File: src/design/ctpe_pkg.sv
package ctpe_pkg;

   localparam int POS_BITS      = 7;
   localparam int TRAVEL_BITS   = 20;
   localparam int TIME_BITS     = 32;
   localparam int CMD_BITS      = 2;
   localparam int CSR_IDX_BITS  = 2;
   localparam int CSR_DATA_BITS = 20;
   localparam int REQ_DATA_BITS = 48;
   localparam int RSP_DATA_BITS = 16;

   localparam logic [POS_BITS-1:0] POSITION_MAX = 7'd100;

   // motor commands
   localparam logic [CMD_BITS-1:0] CMD_NONE  = 2'd0;
   localparam logic [CMD_BITS-1:0] CMD_STOP  = 2'd1;
   localparam logic [CMD_BITS-1:0] CMD_OPEN  = 2'd2;
   localparam logic [CMD_BITS-1:0] CMD_CLOSE = 2'd3;

   // register indexes
   localparam logic [CSR_IDX_BITS-1:0] REG_OPENED_POS   = 2'd0;
   localparam logic [CSR_IDX_BITS-1:0] REG_CLOSED_POS   = 2'd1;
   localparam logic [CSR_IDX_BITS-1:0] REG_OPEN_TRAVEL  = 2'd2;
   localparam logic [CSR_IDX_BITS-1:0] REG_CLOSE_TRAVEL = 2'd3;

   // shared multiply-divide unit: floor(a * b / d)
   localparam int MD_A_BITS = TIME_BITS;
   localparam int MD_B_BITS = POS_BITS;
   localparam int MD_P_BITS = MD_A_BITS + MD_B_BITS;
   localparam int MD_D_BITS = TIME_BITS;

   typedef struct packed {
      logic                 start;
      logic [MD_A_BITS-1:0] mul_a;
      logic [MD_B_BITS-1:0] mul_b;
      logic [MD_D_BITS-1:0] divisor;
   } md_req_type;

   typedef struct packed {
      logic                 done;
      logic [MD_P_BITS-1:0] quotient;
   } md_rsp_type;

   function automatic logic [POS_BITS-1:0] end_val(input logic [POS_BITS-1:0] r);
      end_val = (r > POSITION_MAX) ? POSITION_MAX : r;
   endfunction

   function automatic logic [CMD_BITS-1:0] dir_of(input logic [POS_BITS-1:0] op,
                                                  input logic [POS_BITS-1:0] cl,
                                                  input logic [POS_BITS-1:0] from,
                                                  input logic [POS_BITS-1:0] to);
      logic [CMD_BITS-1:0] d;
      d = CMD_NONE;
      if (op > cl) begin
         if (to > from) d = CMD_OPEN;
         else if (to < from) d = CMD_CLOSE;
      end else if (op < cl) begin
         if (to < from) d = CMD_OPEN;
         else if (to > from) d = CMD_CLOSE;
      end
      dir_of = d;
   endfunction

endpackage

File: src/design/ctpe_muldiv.sv
module ctpe_muldiv
   import ctpe_pkg::*;
(
   input  logic       clock,
   input  logic       reset,
   input  md_req_type req,
   output md_rsp_type rsp
);

   localparam int CNT_BITS = $clog2(MD_P_BITS);

   localparam logic [1:0] PH_IDLE = 2'd0;
   localparam logic [1:0] PH_MUL  = 2'd1;
   localparam logic [1:0] PH_DIV  = 2'd2;

   logic [1:0]           phase_ff, phase_in;
   logic [CNT_BITS-1:0]  cnt_ff, cnt_in;
   logic                 done_ff, done_in;
   logic [MD_A_BITS-1:0] a_ff, a_in;
   logic [MD_B_BITS-1:0] b_ff, b_in;
   logic [MD_D_BITS-1:0] div_ff, div_in;
   logic [MD_D_BITS-1:0] rem_ff, rem_in;
   logic [MD_P_BITS-1:0] dvd_ff, dvd_in;

   logic [MD_P_BITS-1:0] prod;
   logic [MD_D_BITS:0]   rem_sh;
   logic [MD_D_BITS:0]   rem_diff;
   logic                 ge;

   assign prod = {{MD_B_BITS{1'b0}}, a_ff} * {{MD_A_BITS{1'b0}}, b_ff};

   // one restoring division step per cycle
   assign rem_sh   = {rem_ff, dvd_ff[MD_P_BITS-1]};
   assign ge       = rem_sh >= {1'b0, div_ff};
   assign rem_diff = rem_sh - {1'b0, div_ff};

   always_comb begin
      phase_in = phase_ff;
      cnt_in   = cnt_ff;
      done_in  = 1'b0;
      a_in     = a_ff;
      b_in     = b_ff;
      div_in   = div_ff;
      rem_in   = rem_ff;
      dvd_in   = dvd_ff;
      unique case (phase_ff)
         PH_IDLE: begin
            if (req.start) begin
               a_in     = req.mul_a;
               b_in     = req.mul_b;
               div_in   = req.divisor;
               phase_in = PH_MUL;
            end
         end
         PH_MUL: begin
            dvd_in   = prod;
            rem_in   = '0;
            cnt_in   = '0;
            phase_in = PH_DIV;
         end
         PH_DIV: begin
            rem_in = ge ? rem_diff[MD_D_BITS-1:0] : rem_sh[MD_D_BITS-1:0];
            dvd_in = {dvd_ff[MD_P_BITS-2:0], ge};
            cnt_in = cnt_ff + 1'b1;
            if (cnt_ff == CNT_BITS'(MD_P_BITS - 1)) begin
               phase_in = PH_IDLE;
               done_in  = 1'b1;
            end
         end
         default: phase_in = PH_IDLE;
      endcase
   end

   always_ff @(posedge clock) begin
      if (reset) begin
         phase_ff <= PH_IDLE;
         cnt_ff   <= '0;
         done_ff  <= 1'b0;
      end else begin
         phase_ff <= phase_in;
         cnt_ff   <= cnt_in;
         done_ff  <= done_in;
      end
      a_ff   <= a_in;
      b_ff   <= b_in;
      div_ff <= div_in;
      rem_ff <= rem_in;
      dvd_ff <= dvd_in;
   end

   assign rsp.done     = done_ff;
   assign rsp.quotient = dvd_ff;

endmodule

File: src/design/cover_travel_position_estimator.sv
// Cover position estimator. One request transaction per tick carries the ms
// time, the two end switches and an optional target; one response transaction
// comes back with the motor command, estimated position and status flags.
// A tick that snaps to an end, stops, or starts a full-length move is answered
// straight from evaluation; a tick that plans a partial move or interpolates a
// running move waits for the shared multiply-divide unit (one operand
// multiply, then one quotient bit per cycle over a 39-bit dividend). A new
// request is taken only once the previous one has been handed to the response
// register. Configuration writes are always ready and must only be made while
// no tick is in flight.
module cover_travel_position_estimator
   import ctpe_pkg::*;
(
   input  logic                     clock,
   input  logic                     reset,
   // now_ms[31:0], closed_switch[32], opened_switch[33], target_valid[34],
   // target_position[41:35]
   input  logic [REQ_DATA_BITS-1:0] req_tdata,
   input  logic                     req_tvalid,
   output logic                     req_tready,
   // motor_cmd[1:0], position[8:2], position_known[9], moving[10],
   // overrun_stop[11]
   output logic [RSP_DATA_BITS-1:0] rsp_tdata,
   output logic                     rsp_tvalid,
   input  logic                     rsp_tready,
   input  logic                     csr_valid,
   output logic                     csr_ready,
   input  logic [CSR_IDX_BITS-1:0]  csr_index,
   input  logic [CSR_DATA_BITS-1:0] csr_data
);

   localparam int POS_CALC_BITS = 18;
   localparam int QBIG_SHIFT    = 8;
   localparam int QBIG_BITS     = TIME_BITS + QBIG_SHIFT;

   localparam logic [2:0] S_IDLE   = 3'd0;
   localparam logic [2:0] S_EVAL   = 3'd1;
   localparam logic [2:0] S_PLAN   = 3'd2;
   localparam logic [2:0] S_INTERP = 3'd3;
   localparam logic [2:0] S_DONE   = 3'd4;

   logic [2:0] state_ff, state_in;

   // captured transaction
   logic [TIME_BITS-1:0] now_ff;
   logic                 cs_ff, os_ff, tv_ff;
   logic [POS_BITS-1:0]  tgt_raw_ff;

   // configuration
   logic [POS_BITS-1:0]    opened_ff, closed_ff;
   logic [TRAVEL_BITS-1:0] open_travel_ff, close_travel_ff;

   // estimator state
   logic                 moving_ff, moving_in;
   logic [POS_BITS-1:0]  cur_pos_ff, cur_pos_in;
   logic                 known_ff, known_in;
   logic [POS_BITS-1:0]  start_pos_ff, start_pos_in;
   logic [TIME_BITS-1:0] start_time_ff, start_time_in;
   logic [TIME_BITS-1:0] end_time_ff, end_time_in;

   // per-tick work
   logic [CMD_BITS-1:0] cmd_ff, cmd_in;
   logic                ovr_ff, ovr_in;
   logic                qbig_ff, qbig_in;

   logic                     rsp_valid_ff, rsp_valid_in;
   logic [RSP_DATA_BITS-1:0] rsp_data_ff, rsp_data_in;

   md_req_type md_req;
   md_rsp_type md_rsp;

   logic [POS_BITS-1:0]    op, cl, lo, hi, tgt, cur0, sw_cur, move_dist, mag, span;
   logic [POS_BITS-1:0]    out_pos, pos_final;
   logic                   sw_hit, sw_stop, full_travel;
   logic [CMD_BITS-1:0]    d_new;
   logic [TRAVEL_BITS-1:0] travel_new, travel_run;
   logic [TIME_BITS-1:0]   el, dur, over;
   logic                   ovr_now, qbig_now;
   logic [15:0]            off;
   logic signed [POS_CALC_BITS-1:0] pos_s, lo_s, hi_s, sp_s, off_s;

   always_comb begin
      op  = end_val(opened_ff);
      cl  = end_val(closed_ff);
      lo  = (op < cl) ? op : cl;
      hi  = (op < cl) ? cl : op;
      tgt = (tgt_raw_ff < lo) ? lo : ((tgt_raw_ff > hi) ? hi : tgt_raw_ff);
      cur0 = known_ff ? cur_pos_ff : cl;

      // end switches
      sw_hit  = cs_ff | os_ff;
      sw_cur  = cs_ff ? cl : (os_ff ? op : cur0);
      sw_stop = 1'b0;
      if (cs_ff)
         sw_stop = !(tv_ff && (dir_of(op, cl, cl, tgt) == CMD_OPEN));
      else if (os_ff)
         sw_stop = !(tv_ff && (dir_of(op, cl, op, tgt) == CMD_CLOSE));

      // move planning
      d_new       = dir_of(op, cl, sw_cur, tgt);
      travel_new  = (d_new == CMD_OPEN) ? open_travel_ff : close_travel_ff;
      full_travel = (tgt == op) || (tgt == cl) || (hi == lo);
      move_dist   = (tgt > sw_cur) ? (tgt - sw_cur) : (sw_cur - tgt);
      span        = hi - lo;

      // running move
      el         = now_ff - start_time_ff;
      dur        = end_time_ff - start_time_ff;
      over       = el - dur;
      mag        = (tgt > start_pos_ff) ? (tgt - start_pos_ff) : (start_pos_ff - tgt);
      travel_run = (dir_of(op, cl, start_pos_ff, tgt) == CMD_OPEN) ?
                   open_travel_ff : close_travel_ff;
      ovr_now    = (el > dur) && (over > {{(TIME_BITS-TRAVEL_BITS){1'b0}}, travel_run});
      // whole periods elapsed reach 256
      qbig_now   = {{QBIG_SHIFT{1'b0}}, el} >= {dur, {QBIG_SHIFT{1'b0}}};
   end

   // interpolation from the divider quotient
   always_comb begin
      off = qbig_ff ? 16'd256 : md_rsp.quotient[15:0];
      if (mag == '0) off = '0;
      off_s = $signed({{(POS_CALC_BITS-16){1'b0}}, off});
      sp_s  = $signed({{(POS_CALC_BITS-POS_BITS){1'b0}}, start_pos_ff});
      lo_s  = $signed({{(POS_CALC_BITS-POS_BITS){1'b0}}, lo});
      hi_s  = $signed({{(POS_CALC_BITS-POS_BITS){1'b0}}, hi});
      pos_s = (tgt < start_pos_ff) ? (sp_s - off_s) : (sp_s + off_s);
      if (pos_s < lo_s) pos_s = lo_s;
      if (pos_s > hi_s) pos_s = hi_s;
      pos_final = (dur == '0) ? tgt : pos_s[POS_BITS-1:0];
   end

   assign out_pos = known_ff ? cur_pos_ff : cl;

   always_comb begin
      state_in      = state_ff;
      moving_in     = moving_ff;
      cur_pos_in    = cur_pos_ff;
      known_in      = known_ff;
      start_pos_in  = start_pos_ff;
      start_time_in = start_time_ff;
      end_time_in   = end_time_ff;
      cmd_in        = cmd_ff;
      ovr_in        = ovr_ff;
      qbig_in       = qbig_ff;
      rsp_valid_in  = rsp_valid_ff;
      rsp_data_in   = rsp_data_ff;
      md_req.start   = 1'b0;
      md_req.mul_a   = el;
      md_req.mul_b   = mag;
      md_req.divisor = dur;

      if (rsp_valid_ff && rsp_tready) rsp_valid_in = 1'b0;

      unique case (state_ff)
         S_IDLE: begin
            if (req_tvalid) state_in = S_EVAL;
         end
         S_EVAL: begin
            moving_in  = sw_stop ? 1'b0 : moving_ff;
            cmd_in     = sw_stop ? CMD_STOP : CMD_NONE;
            known_in   = sw_hit ? 1'b1 : known_ff;
            cur_pos_in = sw_hit ? sw_cur : cur_pos_ff;
            ovr_in     = 1'b0;
            qbig_in    = qbig_now;
            state_in   = S_DONE;
            if (tv_ff) begin
               if (tgt == sw_cur) begin
                  moving_in = 1'b0;
                  cmd_in    = CMD_STOP;
               end else if (!(sw_stop ? 1'b0 : moving_ff)) begin
                  start_pos_in = sw_cur;
                  if (d_new != CMD_NONE) begin
                     start_time_in = now_ff;
                     cmd_in        = d_new;
                     moving_in     = 1'b1;
                     if (full_travel) begin
                        end_time_in = now_ff +
                           {{(TIME_BITS-TRAVEL_BITS){1'b0}}, travel_new};
                     end else begin
                        md_req.start   = 1'b1;
                        md_req.mul_a   = {{(MD_A_BITS-TRAVEL_BITS){1'b0}}, travel_new};
                        md_req.mul_b   = move_dist;
                        md_req.divisor = {{(MD_D_BITS-POS_BITS){1'b0}}, span};
                        state_in       = S_PLAN;
                     end
                  end
               end else begin
                  md_req.start = 1'b1;
                  ovr_in       = ovr_now;
                  state_in     = S_INTERP;
               end
            end
         end
         S_PLAN: begin
            if (md_rsp.done) begin
               end_time_in = start_time_ff + md_rsp.quotient[TIME_BITS-1:0];
               state_in    = S_DONE;
            end
         end
         S_INTERP: begin
            if (md_rsp.done) begin
               known_in   = 1'b1;
               cur_pos_in = pos_final;
               if (ovr_ff) begin
                  cmd_in     = CMD_STOP;
                  moving_in  = 1'b0;
                  cur_pos_in = tgt;
               end
               state_in = S_DONE;
            end
         end
         S_DONE: begin
            if (!rsp_valid_ff || rsp_tready) begin
               rsp_valid_in = 1'b1;
               rsp_data_in  = {4'b0, ovr_ff, moving_ff, known_ff, out_pos, cmd_ff};
               state_in     = S_IDLE;
            end
         end
         default: state_in = S_IDLE;
      endcase
   end

   ctpe_muldiv u_muldiv (
      .clock (clock),
      .reset (reset),
      .req   (md_req),
      .rsp   (md_rsp)
   );

   always_ff @(posedge clock) begin
      if (reset) begin
         state_ff        <= S_IDLE;
         rsp_valid_ff    <= 1'b0;
         opened_ff       <= 7'd100;
         closed_ff       <= 7'd0;
         open_travel_ff  <= 20'd30000;
         close_travel_ff <= 20'd30000;
         moving_ff       <= 1'b0;
         cur_pos_ff      <= '0;
         known_ff        <= 1'b0;
         start_pos_ff    <= '0;
         start_time_ff   <= '0;
         end_time_ff     <= '0;
         cmd_ff          <= CMD_NONE;
         ovr_ff          <= 1'b0;
         qbig_ff         <= 1'b0;
      end else begin
         state_ff      <= state_in;
         rsp_valid_ff  <= rsp_valid_in;
         moving_ff     <= moving_in;
         cur_pos_ff    <= cur_pos_in;
         known_ff      <= known_in;
         start_pos_ff  <= start_pos_in;
         start_time_ff <= start_time_in;
         end_time_ff   <= end_time_in;
         cmd_ff        <= cmd_in;
         ovr_ff        <= ovr_in;
         qbig_ff       <= qbig_in;
         if (csr_valid) begin
            unique case (csr_index)
               REG_OPENED_POS:   opened_ff       <= csr_data[POS_BITS-1:0];
               REG_CLOSED_POS:   closed_ff       <= csr_data[POS_BITS-1:0];
               REG_OPEN_TRAVEL:  open_travel_ff  <= csr_data;
               REG_CLOSE_TRAVEL: close_travel_ff <= csr_data;
               default: ;
            endcase
         end
      end
      rsp_data_ff <= rsp_data_in;
      if (req_tvalid && req_tready) begin
         now_ff     <= req_tdata[31:0];
         cs_ff      <= req_tdata[32];
         os_ff      <= req_tdata[33];
         tv_ff      <= req_tdata[34];
         tgt_raw_ff <= req_tdata[41:35];
      end
   end

   assign req_tready = (state_ff == S_IDLE);
   assign rsp_tvalid = rsp_valid_ff;
   assign rsp_tdata  = rsp_data_ff;
   assign csr_ready  = 1'b1;

endmodule

File: config.mk
export PLATFORM = sky130hd
export DESIGN_NAME = cover_travel_position_estimator
export DESIGN_NICKNAME = d
export VERILOG_FILES = /design/src/design/ctpe_pkg.sv /design/src/design/ctpe_muldiv.sv /design/src/design/cover_travel_position_estimator.sv
export SDC_FILE = /design/constraint.sdc
export NUM_CORES = 2
export LEC_CHECK = 0
export CORE_ASPECT_RATIO = 1.75
export CORE_MARGIN = 2
export CORE_UTILIZATION = 30
export CTS_CLUSTER_DIAMETER = 30
export DETAILED_ROUTE_END_ITERATION = 10
export DONT_BUFFER_PORTS = 1
export GPL_ROUTABILITY_DRIVEN = 0
export HOLD_SLACK_MARGIN = 0.06
export RECOVER_POWER = 100
export SLEW_MARGIN = 20
export SYNTH_ARGS = -nofsm -noshare
export SYNTH_HDL_FRONTEND = slang
export SYNTH_SLANG_ARGS = --single-unit
File: constraint.sdc
create_clock -name clock -period 13.88 [get_ports clock]
set_input_delay 2.776 -clock clock [delete_from_list [all_inputs] [get_ports clock]]
set_output_delay 2.776 -clock clock [all_outputs]
set_load 0.005 [all_outputs]
After elaboration in Yosys (flattened, before gate mapping):

Index checks and enable logic that the tools add are counted.

* add/sub/neg operators: 14
* multipliers: 1
* magnitude comparators: 20
* equality and inequality tests: 32
* multiplexer cells: 108
* bitwise operators: 4
* reduce and logical (&&, ||, !) cells: 35

Operator list (count)
* 72-bit two-way mux: 5
* 32-bit two-way mux: 7
* 32-bit one-hot mux with 2 select lines: 2
* 32-bit subtractor: 4
* 7-bit two-way mux: 16
* 39-bit one-hot mux with 2 select lines: 1
* 71-bit two-way mux: 1
* 2-bit two-way mux: 35
* 7-bit > comparator: 6
* 7-bit less-than comparator: 6
* 32-bit by 40-bit greater-or-equal comparator with 1-bit output: 1
* 20-bit two-way mux: 2
* 32-bit by 7-bit multiplier with 39-bit output: 1
* 18-bit two-way mux: 2
* 7-bit subtractor: 5
* 33-bit by 32-bit greater-or-equal comparator with 1-bit output: 1
* 32-bit by 20-bit adder with 32-bit output: 1
* 32-bit adder: 1
* 32-bit by 20-bit > comparator with 1-bit output: 1
* 32-bit > comparator: 1
* 32-bit zero test: 1
* 16-bit two-way mux: 2
* 7-bit equality test: 4
* 3-bit two-way mux: 8
* other kinds (36): 100

* register bits after elaboration: 347
* input port bits: 75
* output and inout port bits: 19
* logic and storage cells: 243

Longest topological paths before layout:

* depth after elaboration: 26
* gate-level depth with buffers: 68
* mapped depth without buffers: 63

By module:

Synthesis repeated with hierarchy kept, for this count alone.

* cell total of the unflattened synthesis: 4137
* area total of the unflattened synthesis: 35828.1 um2

By module, submodules not included
* cover_travel_position_estimator: times used 1, cells each 2689, area an instance 21341.7 um2, sequential area each 4464.3 um2
* ctpe_muldiv: times used 1, cells each 1448, area an instance 14486.4 um2, sequential area each 4444.3 um2

Worst setup path after synthesis:

OpenSTA, ideal clock, no wires.

* path kind: flip-flop to flip-flop
* start: register opened_ff[5]
* end: register cur_pos_ff[4]
* library setup time: 0.131 ns
* arrival: 11.689 ns
* required time: 13.749 ns
* path slack: 2.060 ns
* stages on the path, launching flop included: 64
* buffers on the path: 6
* clock period less this slack: 11.820 ns
* cells stage by stage: dfxtp_1 buf_6 nand2_1 and2_1 clkbuf_1 ha_1 and3_1 o21ai_1 a21o_1 nand2_1 clkbuf_1 nor2_1 a21oi_1 ha_1 and2_1 nand4_1 o211ai_1 or3_4 [... 28 more ...] nor4_2 and3b_1 ha_1 clkbuf_1 mux2_2 ha_1 nor2b_1 o21ai_0 nand2b_1 a21oi_1 nor2b_1 o21ai_0 nand2b_1 a21oi_1 o32ai_2 mux2_2 mux2i_1 a21oi_1

* word-level cells in the longest chain between the ends: 21
* elaborated cells between the ends (all ways): 30
* those cells by class: add/sub: 4; order compare: 8; mux: 17; reduce/logical: 1

Ends and longest elaborated chain
* from (decl): line cover_travel_position_estimator.sv:50 `logic [POS_BITS-1:0] opened_ff, closed_ff;`
* from (signal assigned): line cover_travel_position_estimator.sv:261 `REG_OPENED_POS: opened_ff <= csr_data[POS_BITS-1:0];`
* 7-bit > comparator: line ctpe_pkg.sv:45 `end_val = (r > POSITION_MAX) ? POSITION_MAX : r;`
* 7-bit two-way mux (*): line ctpe_pkg.sv:45
* 7-bit less-than comparator: line cover_travel_position_estimator.sv:85, cover_travel_position_estimator.sv:86
* 7-bit two-way mux: line cover_travel_position_estimator.sv:86 `hi = (op < cl) ? cl : op;`
* 7-bit > comparator: line cover_travel_position_estimator.sv:87 `tgt = (tgt_raw_ff < lo) ? lo : ((tgt_raw_ff > hi) ? hi : tgt_raw_ff);`
* 7-bit two-way mux (2 in series): line cover_travel_position_estimator.sv:87
* 7-bit subtractor / 7-bit > comparator (equally long branches): line cover_travel_position_estimator.sv:110 `mag = (tgt > start_pos_ff) ? (tgt - start_pos_ff) : (start_pos_ff - tgt);`
* 7-bit two-way mux: line cover_travel_position_estimator.sv:110
* [... 4 more ...]
* 18-bit by 8-bit less-than comparator with 1-bit output: line cover_travel_position_estimator.sv:127 `if (pos_s < lo_s) pos_s = lo_s;`
* 18-bit two-way mux: line cover_travel_position_estimator.sv:127
* 18-bit by 8-bit > comparator with 1-bit output: line cover_travel_position_estimator.sv:128 `if (pos_s > hi_s) pos_s = hi_s;`
* 7-bit two-way mux: line cover_travel_position_estimator.sv:128
* 7-bit two-way mux: line cover_travel_position_estimator.sv:129 `pos_final = (dur == '0) ? tgt : pos_s[POS_BITS-1:0];`
* 7-bit two-way mux: line cover_travel_position_estimator.sv:204 `if (ovr_ff) begin`
* 7-bit two-way mux: line cover_travel_position_estimator.sv:201 `if (md_rsp.done) begin`
* 7-bit one-hot mux with 2 select lines (*): line cover_travel_position_estimator.sv:154 `unique case (state_ff)`
* to (signal assigned): line cover_travel_position_estimator.sv:251 `cur_pos_ff <= cur_pos_in;`
* to (decl): line cover_travel_position_estimator.sv:55 `logic [POS_BITS-1:0] cur_pos_ff, cur_pos_in;`

Mark *: on every way between the ends. The rest lies on a longest branch, timed or not. The select of a mux whose other input is x is not followed.
A chain may end at the register's enable or synchronous reset.

Worst setup path in the final report:

* start: register opened_ff[6]
* end: register cur_pos_ff[3]

The elaborated chain is that of the path after synthesis.

==> flow_metrics.py <==
metrics = {
    "drt": {
        "dr.pass1.iters": 6,
        "drc": 0,
        "antenna_left": 0,
        "drt_iter0_drc": 1894,
        "routed_wirelength_mm": 110,
        "post_drt_wl_per_cell_um": 19.9,
        "vias": 29485,
        "via_per_inst": 5.33,
    },
    "timing": {
        "tightest_slew_ns": 4.44,
        "relSlewSlack_pct": -196,
        "setup_viol": 0,
        "hold_slack_ns": 0.427,
        "final_max_slew_viol_count": 518,
        "rsz0062_at_grt": "no",
        "hold_viol": 0,
        "fin_setup_tns_ns": 0,
        "max_freq_mhz": 77.5,
        "fin_skew_ns": 0.0278,
        "min_period_ns": 12.90,
        "min_period_over_period_pct": 93.0,
    },
    "cts": {
        "h-tree-depth": 3,
        "cts.clk_slew.worst_paths_ns": 0.05,
        "cts_tree": "yes",
        "post_cts_buffers": 0,
        "cts_inserted_buffers": 79,
        "clock_latency_ns": 0.62,
        "clock-sinks": 347,
        "postCtsHoldBufs": 0,
        "clk_path_buf_depth": 3,
        "post_cts_resized": 0,
        "clockRootBuffer": "clkbuf_16",
    },
    "setup_path": {
        "end_kind": "register",
        "setup.worst_path.end": "cur_pos_ff[3]",
        "crit_start": "opened_ff[6]",
        "crit_path_max_incr_delay_ns": 0.53,
        "timing.rr.end": "cur_pos_ff[3]",
        "cp_slowest_cell": "or4b_1",
        "r2r_slack_ns": 0.98,
        "crit_required_ns": 14.37,
        "r2r-start": "opened_ff[6]",
        "crit_path_start_kind": "register",
        "worstSetupPathType": "register to register",
        "rr_worst_depth": 63,
        "cp_max_fo": 8,
        "arrival_ns": 13.39,
    },
    "final_layout": {
        "layout_common_cells": "nand2_1 (486), ha_1 (365), inv_1 (336)",
        "area_delta_synth_final_pct": 12.6,
        "drive_gt1_share_pct": 7.20,
        "final_common_cell": "nand2_1",
        "fin_nets": 4577,
        "final_area_um2": 38900,
        "final_core_util_pct": 34.0,
    },
    "grt": {
        "grt_usage_pct": 18.5,
        "antenna_found_initial": 5,
        "grt_first_pass_wirelength_mm": 168,
        "grt_pass1_vias": 30021,
        "grt_max_degree": 126,
        "grt_overflow_total": 0,
    },
    "power_and_ir_drop": {
        "p_int_w": 0.00487,
        "power_switching_w": 0.00408,
        "powerDensity_nw_per_um2": 230,
        "ir_worst_vdd_uv": 142,
        "p_leak_nw": 16.6,
        "total_power_w": 0.00894,
        "pwr-share-comb_pct": 62.6,
        "power_frac_clock_pct": 20.6,
        "pwr-share-seq_pct": 16.8,
        "switching_share_pct": 45.6,
    },
    "synth": {
        "ys_ff_latch": 347,
        "syn-instance-count": 3972,
        "synth-seq-area-share_pct": 25.8,
        "async_flop_share_pct": 0,
        "ys.flop_type": "edfxtp_1",
        "synth_cell_type_count": 104,
        "ys_warn_count": 0,
        "synth_edf_count": 196,
        "synth.avg_cell_area_um2": 8.70,
        "synthesis.area_um2": 34600,
    },
    "floorplan": {
        "dieArea_um2": 118000,
        "start_util_pct": 30.2,
        "rows": 164,
        "boundaryPins": 94,
        "coreArea_um2": 114000,
        "die_h_um": 453,
        "die_w_um": 261,
    },
    "placed_design": {
        "placed_area_um2": 36300,
        "port-buffer-count": 0,
        "place_hpwl_mm": 87.1,
    },
    "run_status": {
        "status": "complete, but fails checks",
        "violations": "max-capacitance violations, max-slew violations",
    },
    "run": {
        "maxCapViolCount": 13,
    },
    "min_path": {
        "hold_path.class": "register to register",
    },
}
per-stage QoR:
step,std cells,setup WS [ns]
final,5535,0.975
after CTS,5534,0.653
after floorplan,3975,2.06
after global placement,5389,0.779
after detailed placement,5389,0.707
after global routing,5535,0.0285
cell type report:
type	count	area (um2)
tap	1494	1870
sequential	347	8910
clock buffer	90	2120
multi-input combinational	3152	23800
clock inverter	55	517
inverter	338	1270
antenna	1	2.50
timing repair buffer	58	383
fill	11793	75400
per-layer routing:
metal	global-route usage, %	vias to the layer above	share of wire (%)
li1	-	14026	-
met5	0	-	0.026
met3	2.14	361	3.6
met2	34.6	817	52
met4	15.0	4	9.2
met1	18.0	14277	35
Yosys cell counts, types with 8 or more instances:
master | instances | area share (%)
nand2b_1 | 46 | 0.83
fa_1 | 161 | 9.3
or2_2 | 16 | 0.29
xnor2_1 | 122 | 3.1
nor4_1 | 14 | 0.25
a21boi_0 | 13 | 0.28
clkbuf_1 | 98 | 1.1
a211oi_1 | 34 | 0.74
nand3_1 | 81 | 1.2
o21ai_0 | 208 | 3.0
nor3_1 | 60 | 0.87
or3_1 | 15 | 0.27
dfxtp_1 | 151 | 8.7
o211ai_1 | 13 | 0.28
a2111oi_0 | 13 | 0.33
and3_1 | 34 | 0.62
mux2i_1 | 120 | 3.5
ha_1 | 365 | 13
mux2_1 | 8 | 0.26
a31oi_1 | 27 | 0.49
o21ai_1 | 14 | 0.20
o22ai_1 | 11 | 0.20
a21oi_1 | 289 | 4.2
a21o_1 | 106 | 2.3
edfxtp_1 | 196 | 17
o21a_1 | 56 | 1.2
and2_1 | 65 | 1.2
a221oi_1 | 8 | 0.20
nor2_1 | 270 | 2.9
buf_2 | 18 | 0.26
buf_4 | 11 | 0.24
o31ai_1 | 24 | 0.52
a211oi_2 | 18 | 0.65
nor2b_1 | 88 | 1.6
mux2_2 | 46 | 1.5
nand4_1 | 36 | 0.65
o21bai_1 | 33 | 0.72
o221ai_1 | 12 | 0.30
xor2_1 | 87 | 2.2
inv_1 | 336 | 3.6
buf_1 | 8 | 0.087
nand2_1 | 487 | 5.3
cells by family after synthesis:
logic type	count (synthesis)	share of synthesized area [%]
xor gates and xnor gates	211	5.42
DFF	347	25.8
AOI/OAI and AO/OA	986	18.7
adders and majority gates	526	22.5
other	2	0.0217
buffers and inverters	476	5.42
and+or+nand+nor	1249	16.9
muxes	175	5.30
critical path, delay by kind of cell, from the launching register on:
family / cells / cell delay (ns)
AND/OR/NAND/NOR: 24 / 4.59
flip-flops: 1 / 0.44
AO/OA/AOI/OAI: 23 / 3.98
buffers and inverters: 6 / 0.92
adder cells (fa/ha/maj): 7 / 2.24
multiplexers: 3 / 0.57
flip-flops by register name, summed over array words and instances, names as in the netlist, 2 cells and up:
signal / cells
close_travel_ff: 20
closed_ff: 7
cmd_ff: 2
cur_pos_ff: 7
end_time_ff: 32
now_ff: 32
open_travel_ff: 20
opened_ff: 7
rsp_tdata: 12
start_pos_ff: 7
start_time_ff: 32
state_ff: 3
tgt_raw_ff: 7
u_muldiv.a_ff: 32
u_muldiv.b_ff: 7
u_muldiv.cnt_ff: 6
u_muldiv.div_ff: 32
u_muldiv.dvd_ff: 39
u_muldiv.phase_ff: 2
u_muldiv.rem_ff: 32
worst min path at each step:
stage,startpoint,to,slack (ns),cells past startpoint
floorplan,cmd_ff[0],rsp_tdata[0],0.41,0
global placement,cmd_ff[1],rsp_tdata[1],0.42,0
detailed placement,cmd_ff[0],rsp_tdata[0],0.42,0
CTS,cmd_ff[1],rsp_tdata[1],0.43,0
global route,cmd_ff[1],rsp_tdata[1],0.44,0
finish,cmd_ff[0],rsp_tdata[0],0.43,0
power by group through the flow:
stage	clock network, W	logic, W	registers (W)
2_1_floorplan	0	0.00418	0.00144
3_3_place_gp	0	0.00544	0.00152
3_5_place_dp	0	0.00553	0.00152
4_1_cts	0.00187	0.00558	0.00150
5_1_grt	0.00193	0.00623	0.00152
6_report	0.00184	0.00560	0.00151
Note: power is estimated with default switching activity, not from simulation.
